===== src/design/avc_pkg.sv =====
package avc_pkg;

    localparam int PENDING_DEPTH_DEF = 16;
    localparam int TIME_BITS_DEF     = 32;

    localparam int PULSE_TIME_BITS = 32;
    localparam int CLASS_BITS      = 2;
    localparam int WINDOW_BITS     = 16;
    localparam int COUNT_BITS      = 16;
    localparam int CFG_IDX_BITS    = 2;
    localparam int OUT_DATA_BITS   = 24;

    localparam logic [CLASS_BITS-1:0] CLS_BEAM    = 2'd0;
    localparam logic [CLASS_BITS-1:0] CLS_MUON    = 2'd1;
    localparam logic [CLASS_BITS-1:0] CLS_SCINT   = 2'd2;
    localparam logic [CLASS_BITS-1:0] CLS_SILICON = 2'd3;

    localparam logic [CFG_IDX_BITS-1:0] REG_MUON_WIN    = 2'd0;
    localparam logic [CFG_IDX_BITS-1:0] REG_SCINT_WIN   = 2'd1;
    localparam logic [CFG_IDX_BITS-1:0] REG_SILICON_WIN = 2'd2;

    localparam logic [WINDOW_BITS-1:0] WINDOW_RESET = 16'd100;

    typedef struct packed {
        logic [WINDOW_BITS-1:0] muon;
        logic [WINDOW_BITS-1:0] scint;
        logic [WINDOW_BITS-1:0] silicon;
        logic [WINDOW_BITS-1:0] maxw;
    } t_windows;

    typedef struct packed {
        logic                  vld;
        logic                  blk_end;
        logic [CLASS_BITS-1:0] cls;
        logic                  placed;
    } t_tok_ctl;

endpackage


===== src/design/avc_cell.sv =====
module avc_cell #(
    parameter int TIME_BITS = avc_pkg::TIME_BITS_DEF,
    parameter int CNT_BITS  = 5
) (
    input  logic                 i_clk,
    input  logic                 i_rst_n,
    input  logic                 i_adv,
    input  avc_pkg::t_windows    i_win,
    input  avc_pkg::t_tok_ctl    i_ctl,
    input  logic [TIME_BITS-1:0] i_time,
    input  logic [CNT_BITS-1:0]  i_cnt,
    output avc_pkg::t_tok_ctl    o_ctl,
    output logic [TIME_BITS-1:0] o_time,
    output logic [CNT_BITS-1:0]  o_cnt
);
    import avc_pkg::*;

    logic                 r_valid, n_valid;
    logic                 r_vetoed, n_vetoed;
    logic [TIME_BITS-1:0] r_time, n_time;
    t_tok_ctl             r_ctl, n_ctl;
    logic [TIME_BITS-1:0] r_tok_time;
    logic [CNT_BITS-1:0]  r_cnt, n_cnt;

    logic [WINDOW_BITS-1:0] win_sel;
    logic [TIME_BITS-1:0]   age;
    logic                   hit;
    logic                   aged;
    logic                   veto_now;
    logic                   inc;

    always_comb begin
        unique case (i_ctl.cls)
            CLS_BEAM:    win_sel = '0;
            CLS_MUON:    win_sel = i_win.muon;
            CLS_SCINT:   win_sel = i_win.scint;
            CLS_SILICON: win_sel = i_win.silicon;
            default:     win_sel = '0;
        endcase
    end

    assign age      = i_time - r_time;
    assign hit      = age < TIME_BITS'(win_sel);
    assign aged     = age >= TIME_BITS'(i_win.maxw);
    assign veto_now = r_vetoed | hit;

    always_comb begin
        n_valid  = r_valid;
        n_vetoed = r_vetoed;
        n_time   = r_time;
        n_ctl    = i_ctl;
        inc      = 1'b0;
        if (i_ctl.vld) begin
            if (i_ctl.blk_end) begin
                inc      = r_valid & ~r_vetoed;
                n_valid  = 1'b0;
                n_vetoed = 1'b0;
            end else begin
                if (r_valid && aged) begin
                    inc      = ~veto_now;
                    n_valid  = 1'b0;
                    n_vetoed = 1'b0;
                end else if (r_valid) begin
                    n_vetoed = veto_now;
                end
                if (i_ctl.cls == CLS_BEAM && !i_ctl.placed && !n_valid) begin
                    n_valid      = 1'b1;
                    n_vetoed     = 1'b0;
                    n_time       = i_time;
                    n_ctl.placed = 1'b1;
                end
            end
        end
        n_cnt = i_cnt + CNT_BITS'(inc);
    end

    always_ff @(posedge i_clk) begin
        if (!i_rst_n) begin
            r_valid   <= 1'b0;
            r_vetoed  <= 1'b0;
            r_ctl     <= '0;
        end else if (i_adv) begin
            r_valid   <= n_valid;
            r_vetoed  <= n_vetoed;
            r_ctl     <= n_ctl;
        end
    end

    always_ff @(posedge i_clk) begin
        if (i_adv) begin
            r_time     <= n_time;
            r_tok_time <= i_time;
            r_cnt      <= n_cnt;
        end
    end

    assign o_ctl  = r_ctl;
    assign o_time = r_tok_time;
    assign o_cnt  = r_cnt;

endmodule


===== src/design/anticoincidence_veto_counter_unit.sv =====
// channel   | signals                                   | beat carries
// ----------+-------------------------------------------+------------------------------
// s_axis    | tvalid tready tdata[31:0] tuser tlast     | pulse_time, channel_class,
//           |                                           | block_end
// m_axis    | tvalid tready tdata[23:0]                 | stopped_count, candidates_dropped
// cfg       | i_cfg_valid o_cfg_ready index data        | veto window register write
//
// One input beat per cycle while the row is not stalled. Each beat passes through the
// PENDING_DEPTH cells in turn; a block_end beat at the tail loads its result for output.
// The row stalls only while a finished result waits at the tail and the output
// register is still held by m_axis_tready low.
// Synchronous active-low reset clears the store, counters and output valid;
// windows reset to 100 ticks.
module anticoincidence_veto_counter_unit #(
    parameter int PENDING_DEPTH = avc_pkg::PENDING_DEPTH_DEF,
    parameter int TIME_BITS     = avc_pkg::TIME_BITS_DEF
) (
    input  logic                                i_clk,
    input  logic                                i_rst_n,
    input  logic                                s_axis_tvalid,
    output logic                                s_axis_tready,
    input  logic [avc_pkg::PULSE_TIME_BITS-1:0] s_axis_tdata,  // [31:0] pulse_time
    input  logic [avc_pkg::CLASS_BITS-1:0]      s_axis_tuser,  // [1:0] channel_class
    input  logic                                s_axis_tlast,  // block_end
    output logic                                m_axis_tvalid,
    input  logic                                m_axis_tready,
    output logic [avc_pkg::OUT_DATA_BITS-1:0]   m_axis_tdata,
    // [15:0] stopped_count, [16] candidates_dropped, [23:17] zero
    input  logic                                i_cfg_valid,
    output logic                                o_cfg_ready,
    input  logic [avc_pkg::CFG_IDX_BITS-1:0]    i_cfg_index,
    input  logic [avc_pkg::WINDOW_BITS-1:0]     i_cfg_data
);
    import avc_pkg::*;

    localparam int CNT_BITS = $clog2(PENDING_DEPTH + 1);

    logic [WINDOW_BITS-1:0] r_muon_win, r_scint_win, r_silicon_win;
    t_windows               win;
    logic [WINDOW_BITS-1:0] max_ms;

    t_tok_ctl             w_ctl  [0:PENDING_DEPTH];
    logic [TIME_BITS-1:0] w_time [0:PENDING_DEPTH];
    logic [CNT_BITS-1:0]  w_cnt  [0:PENDING_DEPTH];

    logic [63:0]           time_ext;
    logic                  adv;
    logic [COUNT_BITS:0]   sum;
    logic [COUNT_BITS-1:0] sat;

    logic [COUNT_BITS-1:0] r_clean;
    logic                  r_ovf;
    logic                  r_out_valid;
    logic [COUNT_BITS-1:0] r_out_count;
    logic                  r_out_drop;

    assign o_cfg_ready = 1'b1;

    always_ff @(posedge i_clk) begin
        if (!i_rst_n) begin
            r_muon_win    <= WINDOW_RESET;
            r_scint_win   <= WINDOW_RESET;
            r_silicon_win <= WINDOW_RESET;
        end else if (i_cfg_valid) begin
            unique case (i_cfg_index)
                REG_MUON_WIN:    r_muon_win    <= i_cfg_data;
                REG_SCINT_WIN:   r_scint_win   <= i_cfg_data;
                REG_SILICON_WIN: r_silicon_win <= i_cfg_data;
                default: ;
            endcase
        end
    end

    assign max_ms      = (r_scint_win > r_muon_win) ? r_scint_win : r_muon_win;
    assign win.muon    = r_muon_win;
    assign win.scint   = r_scint_win;
    assign win.silicon = r_silicon_win;
    assign win.maxw    = (r_silicon_win > max_ms) ? r_silicon_win : max_ms;

    assign adv = !(w_ctl[PENDING_DEPTH].vld && w_ctl[PENDING_DEPTH].blk_end &&
                   r_out_valid && !m_axis_tready);
    assign s_axis_tready = adv;

    assign time_ext         = {32'b0, s_axis_tdata};
    assign w_ctl[0].vld     = s_axis_tvalid;
    assign w_ctl[0].blk_end = s_axis_tlast;
    assign w_ctl[0].cls     = s_axis_tuser;
    assign w_ctl[0].placed  = 1'b0;
    assign w_time[0]        = time_ext[TIME_BITS-1:0];
    assign w_cnt[0]         = '0;

    for (genvar k = 0; k < PENDING_DEPTH; k++) begin : g_cell
        avc_cell #(
            .TIME_BITS (TIME_BITS),
            .CNT_BITS  (CNT_BITS)
        ) u_cell (
            .i_clk   (i_clk),
            .i_rst_n (i_rst_n),
            .i_adv   (adv),
            .i_win   (win),
            .i_ctl   (w_ctl[k]),
            .i_time  (w_time[k]),
            .i_cnt   (w_cnt[k]),
            .o_ctl   (w_ctl[k+1]),
            .o_time  (w_time[k+1]),
            .o_cnt   (w_cnt[k+1])
        );
    end

    assign sum = {1'b0, r_clean} + (COUNT_BITS+1)'(w_cnt[PENDING_DEPTH]);
    assign sat = sum[COUNT_BITS] ? '1 : sum[COUNT_BITS-1:0];

    always_ff @(posedge i_clk) begin
        if (!i_rst_n) begin
            r_clean     <= '0;
            r_ovf       <= 1'b0;
            r_out_valid <= 1'b0;
        end else begin
            if (adv && w_ctl[PENDING_DEPTH].vld && w_ctl[PENDING_DEPTH].blk_end) begin
                r_out_valid <= 1'b1;
            end else if (m_axis_tready) begin
                r_out_valid <= 1'b0;
            end
            if (adv && w_ctl[PENDING_DEPTH].vld) begin
                if (w_ctl[PENDING_DEPTH].blk_end) begin
                    r_clean     <= '0;
                    r_ovf       <= 1'b0;
                end else begin
                    r_clean <= sat;
                    if (w_ctl[PENDING_DEPTH].cls == CLS_BEAM && !w_ctl[PENDING_DEPTH].placed) begin
                        r_ovf <= 1'b1;
                    end
                end
            end
        end
    end

    always_ff @(posedge i_clk) begin
        if (adv && w_ctl[PENDING_DEPTH].vld && w_ctl[PENDING_DEPTH].blk_end) begin
            r_out_count <= sat;
            r_out_drop  <= r_ovf;
        end
    end

    assign m_axis_tvalid = r_out_valid;
    assign m_axis_tdata  = {7'b0, r_out_drop, r_out_count};

endmodule


===== config.mk =====
export PLATFORM = sky130hd
export DESIGN_NAME = anticoincidence_veto_counter_unit
export DESIGN_NICKNAME = d
export VERILOG_FILES = /design/src/design/avc_pkg.sv /design/src/design/avc_cell.sv /design/src/design/anticoincidence_veto_counter_unit.sv
export SDC_FILE = /design/constraint.sdc
export NUM_CORES = 2
export LEC_CHECK = 0
export ABC_AREA = 1
export BUFFER_PORTS_ARGS = -buffer_cell sky130_fd_sc_hd__buf_4
export CORE_UTILIZATION = 30
export DETAILED_ROUTE_END_ITERATION = 8
export PLACE_DENSITY = 0.44
export SKIP_LAST_GASP = 1
export SLEW_MARGIN = 20
export SYNTH_ARGS = -nofsm -noshare
export SYNTH_HDL_FRONTEND = slang
export SYNTH_HIERARCHICAL = 1
export SYNTH_SLANG_ARGS = --single-unit

===== constraint.sdc =====
create_clock -name i_clk -period 40.3 [get_ports i_clk]
set_input_delay 4.03 -clock i_clk [delete_from_list [all_inputs] [get_ports i_clk]]
set_output_delay 4.03 -clock i_clk [all_outputs]
set_load 0.02 [all_outputs]

==> summary.txt <==
GRT
  – First-pass GRT wire length: 550 mm
  – All-Layer GR Usage: 21.2%
  – Met2 usage: 35.7%
  – Largest net degree at the start of global routing: 95
  – Busiest grt layer: met2
  – M1 GR Usage: 28.1%
  – Vias in the first global route: 84574
  – Overflow after GRT: 0
  – Met3 Usage GRT: 2.30%
  – Initial antenna violation count: 24

Power
  – Leakage power total: 0.0587 uW
  – Design internal power: 2700 uW
  – Sequential power share: 37.6%
  – Sw Pwr: 1400 uW
  – Cell Pwr Density: 35.6 mW/mm^2
  – Clk pwr share: 36.9%
  – Comb pwr share: 25.6%
  – Peak supply drop: 33.8 uV
  – Sw Ratio: 34.1%

Routing
  – Drt via density: 4.64
  – Post-DRT Antenna Nets: 0
  – Drt wl/cell: 19.4 um
  – Remaining DRCs: 0
  – Total Wirelength: 375 mm
  – Via Count: 89427
  – Drt first pass iters: 6
  – DRT iter0 DRCs: 6894

Floorplan
  – Row count: 215
  – Die ar.: 0.346 mm^2
  – Chip Height: 589 um
  – Initial Utilization: 30.1%
  – Core area: 0.343 mm^2
  – Die boundary width: 589 um
  – Io pins: 85

Timing
  – Slew HR: 22.5%
  – Fmax: 0.104 GHz
  – Unrepaired setup endpoints after global routing: false
  – Final hold violation count: 0
  – Final worst slack: 30.70 ns
  – Final min period: 9.60 ns
  – Final period util: 23.8%
  – Max Slew Vio Count: 0
  – Setup TNS: 0 ns
  – Fin Hold WS: 0.430 ns
  – Worst clock skew: 0.0705 ns
  – Final setup fails: 0
  – Worst Max-Slew Pin Slew: 1.16 ns

Clock network
  – Clock sink count: 1267
  – Number of buffers created by CTS: 164
  – Hold buffers post-CTS: 0
  – Clock tree buffer depth: 4
  – Htree depth: 4
  – Clk_lat worst skew: 0.87 ns
  – Post-CTS Setup Inserts: 0
  – Number of cells upsized or downsized after cts: 0
  – Clk pin slew, worst setup/hold paths: 0.06 ns
  – Clock tree root driver cell: clkbuf_16
  – TritonCTS clock tree: done

Critical path
  – Kind of critical path: in -> out
  – Crit path capture type: output pin
  – Crit path arrival time: 5.57 ns
  – Startpoint Class: input pin
  – Largest stage delay, worst path: 0.53 ns
  – Top delay family on crit path: simple AND/OR/NAND/NOR gates
  – Bufs and invs on worst path: 2
  – Crit Path Max Fanout: 23
  – Top cell by count, worst path: buf_4
  – Worst path slowest cell: nand3_4
  – Worst path required time: 36.27 ns
  – CP cell instances: buf_4 > nor2_1 > nand3_4 > buf_4

Layout
  – Layout Nets: 15675
  – Fin util: 33.6%
  – Synthesis-to-finish area growth: 11.7%
  – Share of cells above drive strength 1: 6.95%
  – Filler cell count in the final layout: 37210
  – Register area: 0.0363 mm^2
  – Multi-input gate area: 0.0555 mm^2

Logic synthesis
  – Synth warn: 6
  – Post-Synthesis Cells: 14330
  – Synthesized area: 0.103 mm^2
  – Syn_area_per_cell: 7.20 um^2

Placement
  – DPL Wire Length: 290 mm
  – Worst slack, placed: 30.27 ns
  – GP Congestion: 0.925
  – # port buffers: 76

Job
  – Max Cap Viol: 0

Outcome
  – Status: finished, final reports clean

Worst hold path
  – Min-Delay Path Class: reg -> reg
[worst reg2reg max path: cells and delay by family, from the launching register on]
family / cells / cell delay (ns)
buffers and inverters: 5 / 0.92
AO/OA/AOI/OAI: 2 / 0.68
adder cells (fa/ha/maj): 5 / 1.51
XOR/XNOR: 1 / 0.15
AND/OR/NAND/NOR: 29 / 4.01
flip-flops: 1 / 1.00
[power groups by stage]
stage	Sequential, uW	Clock (uW)	Combinational, uW
2_1_floorplan	1520	0	704
3_3_place_gp	1570	0	1040
3_5_place_dp	1570	0	1040
4_1_cts	1540	1560	1050
5_1_grt	1550	1600	1200
6_report	1540	1510	1050
[layout make-up]
| type | count | area share (%) |
|---|---|---|
| clock buffer | 189 | 3.77 |
| antenna | 7 | 0.0152 |
| inverter | 2972 | 9.68 |
| tap | 4557 | 4.95 |
| timing repair buffer | 152 | 1.00 |
| multi-input combinational | 10014 | 48.1 |
| clock inverter | 104 | 0.958 |
| sequential | 1267 | 31.5 |
[through the flow]
| stage | instances | cell area, um^2 | total power [uW] |
|---|---|---|---|
| finish | 19262 | 115000 | 4110 |
| global route | 19260 | 115000 | 4340 |
| detailed placement | 18962 | 110000 | 2610 |
| CTS | 19255 | 115000 | 4150 |
| floorplan | 14347 | 103000 | 2220 |
| global placement | 18962 | 110000 | 2610 |
[layer usage]
metal  up-vias  routed length [um]
met2      1909              172000
met5         -                  13
met3       520               16500
met4         2               14500
met1     40793              172000
li1      46203                   -
[registers in the layout, summed over array words and instances (netlist names)]
register and flops:
g_cell.u_cell/o_time 480, r_out_drop 1, g_cell.u_cell/r_valid 16, r_out_count 16
g_cell.u_cell/o_ctl 80, g_cell.u_cell/r_time 512, g_cell.u_cell/o_cnt 80, r_silicon_win 16
r_ovf 1, r_clean 16, m_axis_tvalid 1, g_cell.u_cell/r_vetoed 16
r_muon_win 16, r_scint_win 16
[cell usage in the layout, fill, tap and decap left out, types with 19 or more instances in the layout]
master and n:
nand2_1 4552, nand3b_1 70, inv_1 2925, xor2_1 285, o21ai_1 38, inv_2 44
and2_1 27, edfxtp_1 1089, nor2_4 23, nor2_1 997, nand2_4 23, and3_1 22
buf_4 150, nand2_2 247, nor2_2 51, clkinv_1 24, ha_1 1029, a21oi_2 56
nand3_2 82, xnor2_1 34, o21bai_1 49, nor3_1 155, nand3_1 683, o21ai_0 151
nand4_1 166, dfxtp_1 137, clkbuf_16 168, a21oi_1 865, bufinv_16 19, dfxtp_2 41
clkinv_2 23, a22o_1 217, conb_1 19
[worst paths after layout]
kind / slack [ns] / cells after the start / startpoint / end
min reg2reg: 0.43 / 0 / r_ovf / r_out_drop
max reg2reg: 31.77 / 42 / r_muon_win[13] / g_cell[7].u_cell/o_cnt[4]
max: 30.70 / 4 / m_axis_tready / s_axis_tready
min: 0.43 / 0 / r_ovf / r_out_drop
Note: power is estimated with default switching activity, not from simulation.
